<file path="config.mk">
export PLATFORM = sky130hd
export DESIGN_NAME = bounded_array_list_engine
export DESIGN_NICKNAME = d
export VERILOG_FILES = /design/src/design/bal_pkg.sv /design/src/design/bal_ram.sv /design/src/design/bal_cfg.sv /design/src/design/bal_ctrl.sv /design/src/design/bounded_array_list_engine.sv
export VERILOG_INCLUDE_DIRS = /design/src /design/src/design
export SDC_FILE = /design/constraint.sdc
export NUM_CORES = 1
export LEC_CHECK = 0
export BUFFER_PORTS_ARGS = -buffer_cell sky130_fd_sc_hd__buf_2
export CAP_MARGIN = 10
export CORE_MARGIN = 2
export CORE_UTILIZATION = 54
export CTS_CLUSTER_DIAMETER = 150
export DETAILED_ROUTE_END_ITERATION = 6
export PLACE_DENSITY = 0.75
export SYNTH_ARGS = -nofsm -noshare
export SYNTH_HDL_FRONTEND = slang
export SYNTH_HIERARCHICAL = 1
export SYNTH_SLANG_ARGS = --single-unit
</file>
<file path="constraint.sdc">
create_clock -name clk_i -period 5.95 [get_ports clk_i]
set_input_delay 1.4875 -clock clk_i [delete_from_list [all_inputs] [get_ports clk_i]]
set_output_delay 1.4875 -clock clk_i [all_outputs]
set_load 0.02 [all_outputs]
</file>
<file path="src/design/assert_macros.svh">
// assert_macros.svh: assertion macros for the list engine modules.
// Each macro expects clk_i and rst_ni in the scope where it is used.
`ifndef ASSERT_MACROS_SVH
`define ASSERT_MACROS_SVH

// Check a property on every clock edge outside reset.
`define BAL_ASSERT(lbl, prop, msg) \
  lbl: assert property (@(posedge clk_i) disable iff (!rst_ni) (prop)) \
    else $error(msg);

// Check that a condition is followed by another in the next cycle.
`define BAL_ASSERT_NEXT(lbl, pre, post, msg) \
  lbl: assert property (@(posedge clk_i) disable iff (!rst_ni) (pre) |=> (post)) \
    else $error(msg);

`endif

</file>
<file path="src/design/bal_pkg.sv">
// bal_pkg: shared types and codes of the bounded array list engine.
// No dependencies; imported by the controller, the register block and the top.
`timescale 1ns / 1ps

package bal_pkg;

  // Operation codes of an input item
  typedef enum logic [2:0] {
    KIND_INS_FRONT = 3'd0,
    KIND_INS_END   = 3'd1,
    KIND_UPD_VAL   = 3'd2,
    KIND_UPD_POS   = 3'd3,
    KIND_DEL_VAL   = 3'd4,
    KIND_DEL_POS   = 3'd5,
    KIND_SRCH_VAL  = 3'd6,
    KIND_RD_POS    = 3'd7
  } kind_e;

  // Result status codes
  typedef enum logic [1:0] {
    STAT_DONE = 2'd0,
    STAT_FULL = 2'd1,
    STAT_MISS = 2'd2
  } status_e;

  // Sequencer states
  typedef enum logic [2:0] {
    ST_IDLE,
    ST_SCAN,
    ST_SHIFT_DN,
    ST_SHIFT_UP,
    ST_FRONT
  } state_e;

  // Register map
  localparam int unsigned CFG_AW  = 3;
  localparam logic        CAP_IDX = 1'b0;

  // One result item
  typedef struct packed {
    status_e            status;
    logic signed [31:0] old_value;
    logic [3:0]         position;
    logic [4:0]         total;
  } bal_result_t;

endpackage

</file>
<file path="src/design/bal_ram.sv">
// bal_ram: generic single-write, single-read synchronous RAM.
// Read data is registered. No dependencies.
`timescale 1ns / 1ps

module bal_ram #(
  parameter int WIDTH = 32,
  parameter int DEPTH = 16,
  localparam int AW = (DEPTH > 1) ? $clog2(DEPTH) : 1
) (
  input  logic             clk_i,
  input  logic             we_i,
  input  logic [AW-1:0]    waddr_i,
  input  logic [WIDTH-1:0] wdata_i,
  input  logic             re_i,
  input  logic [AW-1:0]    raddr_i,
  output logic [WIDTH-1:0] rdata_o
);

  logic [WIDTH-1:0] mem [DEPTH];
  logic [WIDTH-1:0] rdata_q;

  // Write and registered read
  always_ff @(posedge clk_i) begin
    if (we_i) begin
      mem[waddr_i] <= wdata_i;
    end
    if (re_i) begin
      rdata_q <= mem[raddr_i];
    end
  end

  assign rdata_o = rdata_q;

endmodule

</file>
<file path="src/design/bal_cfg.sv">
// bal_cfg: APB-style register block holding the capacity limit.
// Depends on bal_pkg for the register map.
`timescale 1ns / 1ps

module bal_cfg import bal_pkg::*; (
  input  logic              clk_i,
  input  logic              rst_ni,
  input  logic              psel,
  input  logic              penable,
  input  logic              pwrite,
  input  logic [CFG_AW-1:0] paddr,
  input  logic [31:0]       pwdata,
  output logic [31:0]       prdata,
  output logic              pready,
  output logic [4:0]        limit_o
);

  logic [4:0] cap_q, cap_d;
  logic       wr_en;

  // Decode a completed write to the limit register
  assign wr_en = psel && penable && pwrite && (paddr[2] == CAP_IDX);

  always_comb begin
    cap_d = cap_q;
    if (wr_en) begin
      cap_d = pwdata[4:0];
    end
  end

  always_ff @(posedge clk_i or negedge rst_ni) begin
    if (!rst_ni) begin
      cap_q <= '0;
    end else begin
      cap_q <= cap_d;
    end
  end

  // Read back; only bit 2 of the address is decoded, addresses with it set read zero
  assign prdata  = (paddr[2] == CAP_IDX) ? {27'b0, cap_q} : 32'b0;
  assign pready  = 1'b1;
  assign limit_o = cap_q;

endmodule

</file>
<file path="src/design/bal_ctrl.sv">
// bal_ctrl: sequencer that scans and shifts the list store one entry a cycle.
// Depends on bal_pkg and assert_macros.svh; drives the ports of one bal_ram.
`timescale 1ns / 1ps
`include "assert_macros.svh"

module bal_ctrl import bal_pkg::*; #(
  parameter int DEPTH = 16,
  localparam int AW = (DEPTH > 1) ? $clog2(DEPTH) : 1
) (
  input  logic               clk_i,
  input  logic               rst_ni,
  input  logic               start_i,
  output logic               busy_o,
  input  logic [2:0]         kind_i,
  input  logic signed [31:0] match_operand_i,
  input  logic signed [31:0] new_value_i,
  input  logic [4:0]         limit_i,
  output logic               ram_we_o,
  output logic [AW-1:0]      ram_waddr_o,
  output logic [31:0]        ram_wdata_o,
  output logic               ram_re_o,
  output logic [AW-1:0]      ram_raddr_o,
  input  logic [31:0]        ram_rdata_i,
  output logic               done_o,
  output bal_result_t        result_o
);

  localparam int CW = $clog2(DEPTH + 1);

  state_e         state_q, state_d;
  kind_e          kind_q, kind_d;
  logic [31:0]    operand_q, operand_d;
  logic [31:0]    newval_q, newval_d;
  logic [CW-1:0]  count_q, count_d;
  logic [CW-1:0]  ptr_q, ptr_d;
  logic [CW-1:0]  end_q, end_d;
  logic [AW-1:0]  tag_q, tag_d;
  logic           rv_q, rv_d;
  logic [31:0]    hold_old_q, hold_old_d;
  logic [AW-1:0]  hold_pos_q, hold_pos_d;
  logic           done_q, done_d;
  bal_result_t    res_q, res_d;

  kind_e          kind_in;
  logic           accept;
  logic           is_ins_in, is_pos_in, full, in_range;
  logic           is_upd_q, is_del_q, is_pos_q;
  logic           issue, rd_hit, scan_last, tail_hit;
  logic [CW-1:0]  up_ptr;

  assign kind_in   = kind_e'(kind_i);
  assign accept    = start_i && (state_q == ST_IDLE);
  assign is_ins_in = kind_in inside {KIND_INS_FRONT, KIND_INS_END};
  assign is_pos_in = kind_in inside {KIND_UPD_POS, KIND_DEL_POS, KIND_RD_POS};
  assign full      = (32'(count_q) >= 32'(limit_i)) || (32'(count_q) >= 32'(DEPTH));
  assign in_range  = 32'(count_q) > $unsigned(match_operand_i);

  assign is_upd_q  = kind_q inside {KIND_UPD_VAL, KIND_UPD_POS};
  assign is_del_q  = kind_q inside {KIND_DEL_VAL, KIND_DEL_POS};
  assign is_pos_q  = kind_q inside {KIND_UPD_POS, KIND_DEL_POS, KIND_RD_POS};

  // Read tracking: data returned this cycle belongs to entry tag_q
  assign issue     = ptr_q < end_q;
  assign rd_hit    = rv_q && (is_pos_q || (ram_rdata_i == operand_q));
  assign scan_last = rv_q && ((CW'(tag_q) + CW'(1)) == end_q);
  assign tail_hit  = (CW'(tag_q) + CW'(1)) == count_q;
  assign up_ptr    = ptr_q - CW'(1);

  // Next state
  always_comb begin
    state_d = state_q;
    case (state_q)
      ST_IDLE: begin
        if (accept) begin
          if (is_ins_in) begin
            if (!full && (kind_in == KIND_INS_FRONT) && (count_q != '0)) begin
              state_d = ST_SHIFT_UP;
            end
          end else if (is_pos_in) begin
            if (in_range) begin
              state_d = ST_SCAN;
            end
          end else if (count_q != '0) begin
            state_d = ST_SCAN;
          end
        end
      end
      ST_SCAN: begin
        if (rd_hit) begin
          state_d = (is_del_q && !tail_hit) ? ST_SHIFT_DN : ST_IDLE;
        end else if (scan_last) begin
          state_d = ST_IDLE;
        end
      end
      ST_SHIFT_DN: begin
        if (rv_q && tail_hit) begin
          state_d = ST_IDLE;
        end
      end
      ST_SHIFT_UP: begin
        if (rv_q && (tag_q == '0)) begin
          state_d = ST_FRONT;
        end
      end
      ST_FRONT: state_d = ST_IDLE;
      default:  state_d = ST_IDLE;
    endcase
  end

  // Datapath, memory port and result
  always_comb begin
    kind_d      = kind_q;
    operand_d   = operand_q;
    newval_d    = newval_q;
    count_d     = count_q;
    ptr_d       = ptr_q;
    end_d       = end_q;
    tag_d       = tag_q;
    rv_d        = 1'b0;
    hold_old_d  = hold_old_q;
    hold_pos_d  = hold_pos_q;
    done_d      = 1'b0;
    res_d       = res_q;
    ram_we_o    = 1'b0;
    ram_waddr_o = tag_q;
    ram_wdata_o = newval_q;
    ram_re_o    = 1'b0;
    ram_raddr_o = ptr_q[AW-1:0];

    case (state_q)
      ST_IDLE: begin
        if (accept) begin
          kind_d    = kind_in;
          operand_d = match_operand_i;
          newval_d  = new_value_i;
          if (is_ins_in) begin
            if (full) begin
              done_d = 1'b1;
              res_d  = '{STAT_FULL, 32'sd0, 4'd0, 5'd0};
            end else if (kind_in == KIND_INS_END) begin
              // append directly at the count
              ram_we_o    = 1'b1;
              ram_waddr_o = count_q[AW-1:0];
              ram_wdata_o = new_value_i;
              count_d     = count_q + CW'(1);
              done_d      = 1'b1;
              res_d       = '{STAT_DONE, 32'sd0, 4'(count_q), 5'd0};
            end else if (count_q == '0) begin
              ram_we_o    = 1'b1;
              ram_waddr_o = '0;
              ram_wdata_o = new_value_i;
              count_d     = CW'(1);
              done_d      = 1'b1;
              res_d       = '{STAT_DONE, 32'sd0, 4'd0, 5'd0};
            end else begin
              ptr_d = count_q;
            end
          end else if (is_pos_in) begin
            if (in_range) begin
              ptr_d = match_operand_i[CW-1:0];
              end_d = match_operand_i[CW-1:0] + CW'(1);
            end else begin
              done_d = 1'b1;
              res_d  = '{STAT_MISS, 32'sd0, 4'd0, 5'd0};
            end
          end else if (count_q == '0) begin
            done_d = 1'b1;
            res_d  = '{STAT_MISS, 32'sd0, 4'd0, 5'd0};
          end else begin
            ptr_d = '0;
            end_d = count_q;
          end
        end
      end

      ST_SCAN: begin
        // stream reads forward, compare each returned entry
        ram_re_o = issue;
        if (issue) begin
          ptr_d = ptr_q + CW'(1);
          rv_d  = 1'b1;
          tag_d = ptr_q[AW-1:0];
        end
        if (rd_hit) begin
          rv_d       = 1'b0;
          hold_old_d = ram_rdata_i;
          hold_pos_d = tag_q;
          if (is_upd_q) begin
            ram_we_o    = 1'b1;
            ram_waddr_o = tag_q;
            ram_wdata_o = newval_q;
            done_d      = 1'b1;
            res_d       = '{STAT_DONE, ram_rdata_i, 4'(tag_q), 5'd0};
          end else if (is_del_q) begin
            if (tail_hit) begin
              count_d = count_q - CW'(1);
              done_d  = 1'b1;
              res_d   = '{STAT_DONE, ram_rdata_i, 4'(tag_q), 5'd0};
            end else begin
              ptr_d = CW'(tag_q) + CW'(1);
              end_d = count_q;
            end
          end else begin
            done_d = 1'b1;
            res_d  = '{STAT_DONE, ram_rdata_i, 4'(tag_q), 5'd0};
          end
        end else if (scan_last) begin
          rv_d   = 1'b0;
          done_d = 1'b1;
          res_d  = '{STAT_MISS, 32'sd0, 4'd0, 5'd0};
        end
      end

      ST_SHIFT_DN: begin
        // read entry k, write it back at k-1 next cycle
        ram_re_o = issue;
        if (issue) begin
          ptr_d = ptr_q + CW'(1);
          rv_d  = 1'b1;
          tag_d = ptr_q[AW-1:0];
        end
        if (rv_q) begin
          ram_we_o    = 1'b1;
          ram_waddr_o = tag_q - AW'(1);
          ram_wdata_o = ram_rdata_i;
          if (tail_hit) begin
            count_d = count_q - CW'(1);
            done_d  = 1'b1;
            res_d   = '{STAT_DONE, hold_old_q, 4'(hold_pos_q), 5'd0};
          end
        end
      end

      ST_SHIFT_UP: begin
        // read entry k from the top down, write it back at k+1
        ram_re_o    = ptr_q != '0;
        ram_raddr_o = up_ptr[AW-1:0];
        if (ptr_q != '0) begin
          ptr_d = up_ptr;
          rv_d  = 1'b1;
          tag_d = up_ptr[AW-1:0];
        end
        if (rv_q) begin
          ram_we_o    = 1'b1;
          ram_waddr_o = tag_q + AW'(1);
          ram_wdata_o = ram_rdata_i;
        end
      end

      ST_FRONT: begin
        ram_we_o    = 1'b1;
        ram_waddr_o = '0;
        ram_wdata_o = newval_q;
        count_d     = count_q + CW'(1);
        done_d      = 1'b1;
        res_d       = '{STAT_DONE, 32'sd0, 4'd0, 5'd0};
      end

      default: begin
      end
    endcase

    // Report the count left after the operation
    if (done_d) begin
      res_d.total = 5'(count_d);
    end
  end

  // Control registers
  always_ff @(posedge clk_i or negedge rst_ni) begin
    if (!rst_ni) begin
      state_q <= ST_IDLE;
      count_q <= '0;
      rv_q    <= 1'b0;
      done_q  <= 1'b0;
    end else begin
      state_q <= state_d;
      count_q <= count_d;
      rv_q    <= rv_d;
      done_q  <= done_d;
    end
  end

  // Payload registers
  always_ff @(posedge clk_i) begin
    kind_q     <= kind_d;
    operand_q  <= operand_d;
    newval_q   <= newval_d;
    ptr_q      <= ptr_d;
    end_q      <= end_d;
    tag_q      <= tag_d;
    hold_old_q <= hold_old_d;
    hold_pos_q <= hold_pos_d;
    res_q      <= res_d;
  end

  assign busy_o   = state_q != ST_IDLE;
  assign done_o   = done_q;
  assign result_o = res_q;

  `BAL_ASSERT(a_count_bound, count_q <= CW'(DEPTH), "entry count exceeds store depth")
  `BAL_ASSERT(a_no_rw_collide, !(ram_we_o && ram_re_o && (ram_waddr_o == ram_raddr_o)),
    "read and write of the same entry in one cycle")
  `BAL_ASSERT(a_count_on_result, (count_d != count_q) |-> done_d,
    "entry count changed without a result")
  `BAL_ASSERT_NEXT(a_result_on_exit, (state_q != ST_IDLE) && (state_d == ST_IDLE), done_q,
    "sequence ended without a result")

endmodule

</file>
<file path="src/design/bounded_array_list_engine.sv">
// bounded_array_list_engine: top level of the bounded array list engine.
// Depends on bal_pkg, bal_cfg, bal_ctrl and bal_ram.
//
// Usage: write capacity_limit over the APB-style port (byte address 0) while
// idle. Present an item on kind_i, match_operand_i and new_value_i with start
// high; it is taken at an edge where busy is low. Exactly one result comes
// back on status_o, old_value_o, match_position_o and entry_total_o, marked by
// done_o for one cycle; the receiver cannot stall it. A new item may be taken
// in the cycle the previous result is on the ports.
// Insert at the end, failed inserts and out-of-range positions are settled in
// the accepting cycle, with done_o in the cycle after; an empty list settles
// searches and front inserts the same way. Reads and updates by position fetch
// that entry; by value they scan from the front to the first equal entry, and
// a value not found scans the whole list. A delete locates the same way, then
// shifts the later entries down one place, with no shift at the tail. Insert
// front shifts every entry up one place from the top, then writes position 0.
// The entry store is one RAM with one write and one registered read port;
// scans and shifts move through it one entry per cycle.
// Reset clears the count and the limit; the store is not cleared.
`timescale 1ns / 1ps

module bounded_array_list_engine import bal_pkg::*; #(
  parameter int DEPTH = 16
) (
  input  logic               clk_i,
  input  logic               rst_ni,
  input  logic               psel,
  input  logic               penable,
  input  logic               pwrite,
  input  logic [CFG_AW-1:0]  paddr,
  input  logic [31:0]        pwdata,
  output logic [31:0]        prdata,
  output logic               pready,
  input  logic               start,
  output logic               busy,
  input  logic [2:0]         kind_i,
  input  logic signed [31:0] match_operand_i,
  input  logic signed [31:0] new_value_i,
  output logic               done_o,
  output logic [1:0]         status_o,
  output logic signed [31:0] old_value_o,
  output logic [3:0]         match_position_o,
  output logic [4:0]         entry_total_o
);

  localparam int AW = (DEPTH > 1) ? $clog2(DEPTH) : 1;

  logic [4:0]    limit;
  logic          ram_we, ram_re;
  logic [AW-1:0] ram_waddr, ram_raddr;
  logic [31:0]   ram_wdata, ram_rdata;
  bal_result_t   result;

  // Configuration registers
  bal_cfg u_cfg (
    .clk_i   (clk_i),
    .rst_ni  (rst_ni),
    .psel    (psel),
    .penable (penable),
    .pwrite  (pwrite),
    .paddr   (paddr),
    .pwdata  (pwdata),
    .prdata  (prdata),
    .pready  (pready),
    .limit_o (limit)
  );

  // Sequencer
  bal_ctrl #(.DEPTH(DEPTH)) u_ctrl (
    .clk_i           (clk_i),
    .rst_ni          (rst_ni),
    .start_i         (start),
    .busy_o          (busy),
    .kind_i          (kind_i),
    .match_operand_i (match_operand_i),
    .new_value_i     (new_value_i),
    .limit_i         (limit),
    .ram_we_o        (ram_we),
    .ram_waddr_o     (ram_waddr),
    .ram_wdata_o     (ram_wdata),
    .ram_re_o        (ram_re),
    .ram_raddr_o     (ram_raddr),
    .ram_rdata_i     (ram_rdata),
    .done_o          (done_o),
    .result_o        (result)
  );

  // Entry store
  bal_ram #(.WIDTH(32), .DEPTH(DEPTH)) u_store (
    .clk_i   (clk_i),
    .we_i    (ram_we),
    .waddr_i (ram_waddr),
    .wdata_i (ram_wdata),
    .re_i    (ram_re),
    .raddr_i (ram_raddr),
    .rdata_o (ram_rdata)
  );

  // Unpack the result item
  assign status_o         = result.status;
  assign old_value_o      = result.old_value;
  assign match_position_o = result.position;
  assign entry_total_o    = result.total;

endmodule

</file>
==> out/metrics.yaml, run 1 <==
drc: 1
detail_route.wl_per_cell_microns: 28.6
hp-class: "reg -> reg"
synth_ff_type: "edfxtp_1"
synth_area_sq_um: 29400
worst-setup-path-type: "reg -> reg"
vias: 16371
yosysUniqueCellTypes: 83
ir_drop_v: 0.000355
fillerInstances: 3686
fmax_mhz: 216
fin_setup_tns_ns: 0
post-route-util_pct: 62.0
die_area_sq_um: 56300
clkLatencyLatePin_ns: 0.61
finalSetupViolCount: 0
max_cap_violations: 0
coreArea_sq_um: 53800
die_x_microns: 237
cts_root_buf: "clkbuf_16"
cts_setup_buffers: 0
synthToLayoutAreaGrowth_pct: 13.5
timing.rr.start: "u_ctrl/count_q[0]"
cts_resized: 0
yosysWarnings: 6
dp.cells: 2380
crit_path_end_kind: "register"
period_share_pct: 77.9
io_pins: 186
min_from: "u_cfg/limit_o[2]"
synth_compound_gate_area_share_pct: 6.74
synth_top_area_share_pct: 72.0
cts_sinks: 719
dpl_worst_slack_ns: 1.13
initial_utilization_pct: 54.6
worst_slack_ns: 1.31
final_nets: 1890
timing.rr.end: "u_store/mem[7][12]"
ys_async_sr_fraction_pct: 2.09
min_period_ns: 4.64
dpl.hpwl_mm: 41.8
cts_buffers: 73
max_slew.worst_pin.slew_ns: 1.17
synth_xor_area_share_pct: 1.69
rr_worst_depth: 11
p_leak_nw: 11.3
multiInputGateArea_sq_um: 7230
rsz0062_at_grt: "false"
antenna_found_initial: 2
vias_per_cell: 6.51
drive_above_1_share_pct: 25.8
htreeDepth: 3
routed_wl_mm: 71.9
start_kind: "register"
grt_pass1_wl_mm: 106
synthCells: 1597
synthAdderAreaFrac_pct: 0.980
hold_viol_final: 0
whs_endpoint: "u_cfg/limit_o[2]"
power_w: 0.0180
critPathSlowestCell: "nor2_4"
port_buffers: 128
synth_seq_cells: 719
synth.mux.area_fraction_pct: 10.2
rows: 85
ys_seq_area_share_pct: 73.3
gp_congestion: 0.916
synthTopCellsByArea: "edfxtp_1, mux4_2, a22oi_1, dfrtp_1, a222oi_1"
synthSimpleGateAreaFrac_pct: 4.11
grt_max_degree: 76
hold_buffers: 0
firstDrtPassIters: 7
syn_avg_cell_area_sq_um: 18.4
ant_nets: 0
grt_pass1_vias: 16174
worstHoldPathCells: 1
path_cells: "inv_1 -> ha_1 -> nor2b_1 -> o21ai_1 -> a31oi_4 -> and3_1 -> a22oi_1 -> o21ai_0 -> nand3b_1 -> nor2_4 -> buf_12"
skew_ns: 0.0301
r2r_slack_ns: 1.31
cp.required_ns: 6.25
chipHeight_microns: 237
cts_max_path_buffers: 3
synth_top_family_by_area: "multiplexers"
synth_top_area_cell: "edfxtp_1"
mostFrequentLayoutCell: "edfxtp_1"
cp.arrival_ns: 4.94
stdcell_count: 2514
cts_tree: "built"
grtUsageTotal_pct: 25.8
synth-edff-count: 704
seq_area_sq_um: 21500
power_density_nw_per_um2: 541
cpPeakStageDelay_ns: 0.69
grt-ovfl-total: 0
slew_headroom_pct: 22.2
slew_violations: 0
status: "finished with violations"
drtIter0Drc: 2241
mostFrequentLayoutCells: "edfxtp_1, buf_2, mux4_2"
clk_pin_slew_ns: 0.06
violations: "design-rule violations"
crit_fanout: 19
-- synth_stat cells (6+ instances only) --
library cell and count:
edfxtp_1 704, mux4_2 128, nand2_1 74, a22oi_1 67, inv_1 61, buf_4 39
nor2_1 39, o21ai_0 37, clkbuf_1 36, xor2_1 36, a222oi_1 35, a22o_1 32
nand3_1 24, ha_1 23, buf_2 22, a21oi_1 18, xnor2_1 17, nor4_1 16
dfrtp_1 15, nor3_1 14, buf_1 10, a32oi_1 9, mux2_2 8, a31oi_1 7
and3_1 7, buf_6 7, o211ai_1 7, nand2b_1 6, nor2b_1 6, o21a_1 6
-- layout make-up --
cell class                 instances  area share [%]
clock inverter                    40            1.14
tap                              696            2.61
sequential                       719            64.5
antenna                            1         0.00750
clock buffer                      93            5.89
inverter                          64           0.747
timing repair buffer             175            3.39
multi-input combinational        726            21.7
-- through the flow --
stage	instance area, sq um	hold WS (ns)
floorplan	29500	0.421
global placement	31000	0.513
detailed placement	31000	0.525
CTS	33300	0.535
global route	33300	0.556
finish	33300	0.534
-- worst max-delay path, delay by kind of cell, from the launching register on --
kind	cells	cell delay, ns
flops	1	0.65
fa+ha+maj	1	0.33
compound gates	4	1.16
simple gates	4	1.61
buf+inv	2	0.54
-- how the worst max path moves through the flow --
stage	cells after the start	to	startpoint	slack, ns
6_report	11	u_store/mem[7][12]	u_ctrl/count_q[0]	1.31
4_1_cts	11	u_store/mem[7][27]	u_ctrl/count_q[0]	1.41
3_5_place_dp	10	u_store/mem[12][20]	start	1.13
3_3_place_gp	10	u_store/mem[8][20]	start	1.24
2_1_floorplan	9	u_store/mem[12][0]	start	0.13
5_1_grt	11	u_store/mem[7][27]	u_ctrl/count_q[0]	1.10
-- flip-flops by register name, indices dropped and copies added, names as in the netlist --
name / count
u_store/rdata_o: 32
u_ctrl/count_q: 5
u_cfg/limit_o: 5
u_ctrl/hold_pos_q: 4
u_ctrl/newval_q: 32
u_ctrl/hold_old_q: 32
u_ctrl/end_q: 5
u_ctrl/ptr_q: 5
u_ctrl/done_o: 1
u_ctrl/state_q: 3
u_store/mem: 512
u_ctrl/operand_q: 32
u_ctrl/result_o: 43
u_ctrl/rv_q: 1
u_ctrl/kind_q: 3
u_ctrl/tag_q: 4
-- power breakdown --
part | internal [W] | total, W | switching, W
sequential | 0.00691 | 0.00758 | 0.000664
combinational | 0.00232 | 0.00596 | 0.00364
clock | 0.00261 | 0.00450 | 0.00189
total | 0.0118 | 0.0180 | 0.00619
-- logic make-up after synthesis --
kind of cell,Yosys count
buffers and inverters,178
xor gates and xnor gates,55
AOI/OAI and AO/OA,257
and+or+nand+nor,226
DFF,719
adders and majority gates,23
other,2
muxes,137
-- routing by layer --
| metal | up-vias | track usage [%] | share of wire, % |
|---|---|---|---|
| met1 | 8429 | 36.5 | 39 |
| met5 | - | 0 | 0.018 |
| met2 | 1000 | 41.2 | 48 |
| li1 | 6799 | - | - |
| met3 | 141 | 5.55 | 10 |
| met4 | 2 | 7.38 | 2.5 |
Power figures use the tool's default switching activity.
==> run 2: changes to the inputs <==
--- a/config.mk
+++ b/config.mk
@@ -6,13 +6,14 @@
 export SDC_FILE = /design/constraint.sdc
 export NUM_CORES = 1
 export LEC_CHECK = 0
+export ABC_AREA = 1
 export BUFFER_PORTS_ARGS = -buffer_cell sky130_fd_sc_hd__buf_2
 export CAP_MARGIN = 10
 export CORE_MARGIN = 2
 export CORE_UTILIZATION = 54
 export CTS_CLUSTER_DIAMETER = 150
 export DETAILED_ROUTE_END_ITERATION = 6
-export PLACE_DENSITY = 0.75
+export PLACE_DENSITY = 0.72
 export SYNTH_ARGS = -nofsm -noshare
 export SYNTH_HDL_FRONTEND = slang
 export SYNTH_HIERARCHICAL = 1
==> constraint.sdc (replaced) <==
create_clock -name clk_i -period 4.9 [get_ports clk_i]
set_input_delay 1.225 -clock clk_i [delete_from_list [all_inputs] [get_ports clk_i]]
set_output_delay 1.225 -clock clk_i [all_outputs]
set_load 0.02 [all_outputs]
==> run 2 against run 1 <==
Compared with the run above:
- the run now ends clean
- sequential power up 28%
- first-iteration DRC count up 28%
- cell count up 67%
- global-route usage up 1.3 points
- utilization down 0.49 points
- clock skew down 0.0066 ns
- critical path type unchanged
- largest cell class unchanged
- highest routed layer unchanged
==> out/metrics.yaml, run 2 <==
status: "finished clean"
mostFrequentLayoutCell: "nand2_1"
dpl.hpwl_mm: 54.4
r2r_slack_ns: 0.97
min_from: "u_cfg/limit_o[4]"
whs_endpoint: "u_cfg/limit_o[4]"
power_w: 0.0271
ir_drop_v: 0.000734
antenna_found_initial: 3
hp-class: "reg -> reg"
htreeDepth: 3
timing.rr.end: "u_store/mem[11][8]"
io_pins: 186
grtUsageTotal_pct: 27.1
cp.arrival_ns: 4.22
p_leak_nw: 15.6
grt_max_degree: 140
yosysWarnings: 6
max_slew.worst_pin.slew_ns: 1.14
rr_worst_depth: 12
grt-ovfl-total: 0
cts_max_path_buffers: 3
synth_top_area_share_pct: 63.7
chipHeight_microns: 252
slew_headroom_pct: 23.8
finalSetupViolCount: 0
drive_above_1_share_pct: 12.2
skew_ns: 0.0235
drtIter0Drc: 2859
firstDrtPassIters: 7
clk_pin_slew_ns: 0.07
synthTopCellsByArea: "edfxtp_1, nand2_1, nand3_1, inv_1, nor2_1"
drc: 0
detail_route.wl_per_cell_microns: 20.6
ys_async_sr_fraction_pct: 2.09
cts_buffers: 75
fin_setup_tns_ns: 0
grt_pass1_vias: 22839
start_kind: "register"
routed_wl_mm: 86.4
synth_seq_cells: 719
ys_seq_area_share_pct: 64.8
synthToLayoutAreaGrowth_pct: 12.2
slew_violations: 0
largest_register_ffs: 512
die_area_sq_um: 63500
timing.rr.start: "u_ctrl/count_q[4]"
cts_root_buf: "clkbuf_16"
hold_buffers: 0
cts_resized: 0
min_period_ns: 3.93
period_share_pct: 80.2
rows: 90
yosys-top-cells-count: "nand2_1, edfxtp_1, inv_1"
synth_ff_type: "edfxtp_1"
worstHoldPathCells: 2
synth-edff-count: 704
synth_top_area_cell: "edfxtp_1"
cts_setup_buffers: 0
cp.required_ns: 5.19
cts_tree: "built"
clkLatencyLatePin_ns: 0.61
gp_congestion: 0.924
hold_viol_final: 0
port_buffers: 128
fmax_mhz: 255
syn_avg_cell_area_sq_um: 10.3
top_register: "u_store/mem"
die_x_microns: 252
synth_most_common_cell: "nand2_1"
synth_area_sq_um: 33200
coreArea_sq_um: 60600
grt_pass1_wl_mm: 131
yosysUniqueCellTypes: 60
final_nets: 3490
power_density_nw_per_um2: 729
rsz0062_at_grt: "false"
vias: 23525
max_cap_violations: 0
initial_utilization_pct: 54.8
worst-setup-path-type: "reg -> reg"
mostFrequentLayoutCells: "nand2_1, edfxtp_1, inv_1"
vias_per_cell: 5.61
crit_path_end_kind: "register"
cts_sinks: 719
ant_nets: 0
synthCells: 3213
crit_fanout: 21
## run 2: changes by cell type after synthesis, sizes merged, moves of 65 or more
cell   previous run  this run
a22oi            67         1
buf              78       145
inv              64       493
mux4            128         0
nand2            74       918
nand3            27       429
nor2             40       157
o21ai            42       107
## run 2: final cells by class
class	instances	area [sq um]
fill	4725	23300
sequential	719	21500
multi-input combinational	1850	8950
clock buffer	92	2000
inverter	495	1880
timing repair buffer	218	1480
tap	782	978
clock inverter	39	435
antenna	1	2.50
## run 2: critical path: stages (launching register included)
cell and delay [ns]:
dfrtp_1 0.55, ha_1 0.34, a21o_1 0.19, nor2_1 0.12, nand4_2 0.25, inv_2 0.21, nand4_1 0.32, o22ai_1 0.22
nand2_1 0.10, nand4_1 0.17, nand3b_1 0.35, nor2_4 0.49, buf_12 0.26
## run 2: report_power, final
part | internal [W] | switching [W] | total, W
registers | 0.00913 | 0.000576 | 0.00970
logic | 0.00314 | 0.00860 | 0.0117
clock network | 0.00338 | 0.00232 | 0.00570
## run 2: logic make-up after synthesis
logic type | after synthesis | share of synthesized area, %
adder cells (fa/ha/maj) | 23 | 0.867
XOR/XNOR | 36 | 0.950
other | 2 | 0.0226
AO/OA/AOI/OAI | 220 | 4.23
buffers and inverters | 670 | 9.05
flip-flops | 719 | 64.8
multiplexers | 1 | 0.0339
AND/OR/NAND/NOR | 1542 | 20.0
## run 2: per-stage QoR
step | hold WS, ns | instances | setup WS, ns | instance area [sq um] | utilization, %
floorplan | 0.450 | 3239 | 0.0575 | 33300 | -
global placement | 0.484 | 4063 | 0.671 | 34800 | 57.4
detailed placement | 0.488 | 4063 | 0.640 | 34800 | 57.4
CTS | 0.507 | 4194 | 1.04 | 37200 | 61.5
global route | 0.528 | 4195 | 0.732 | 37200 | 61.5
finish | 0.510 | 4196 | 0.972 | 37200 | 61.5
## run 2: layer usage
metal,share of wire (%),global-route usage (%),vias up,wire length (microns)
met1,42,39.4,11236,36200
li1,-,-,10885,-
met2,46,42.5,1246,39600
met4,2.4,7.90,4,2100
met5,0.031,0,-,27
met3,9.7,4.36,154,8420
## run 2: worst max path at each step
stage	slack (ns)	depth (start not counted)	startpoint	end
3_3_place_gp	0.67	13	kind_i[2]	u_store/mem[6][6]
6_report	0.97	12	u_ctrl/count_q[4]	u_store/mem[11][8]
5_1_grt	0.73	12	u_ctrl/count_q[4]	u_store/mem[11][11]
3_5_place_dp	0.64	13	kind_i[2]	u_store/mem[6][6]
2_1_floorplan	0.06	7	start	u_ctrl/result_o[2]
4_1_cts	1.04	12	u_ctrl/count_q[4]	u_store/mem[11][17]
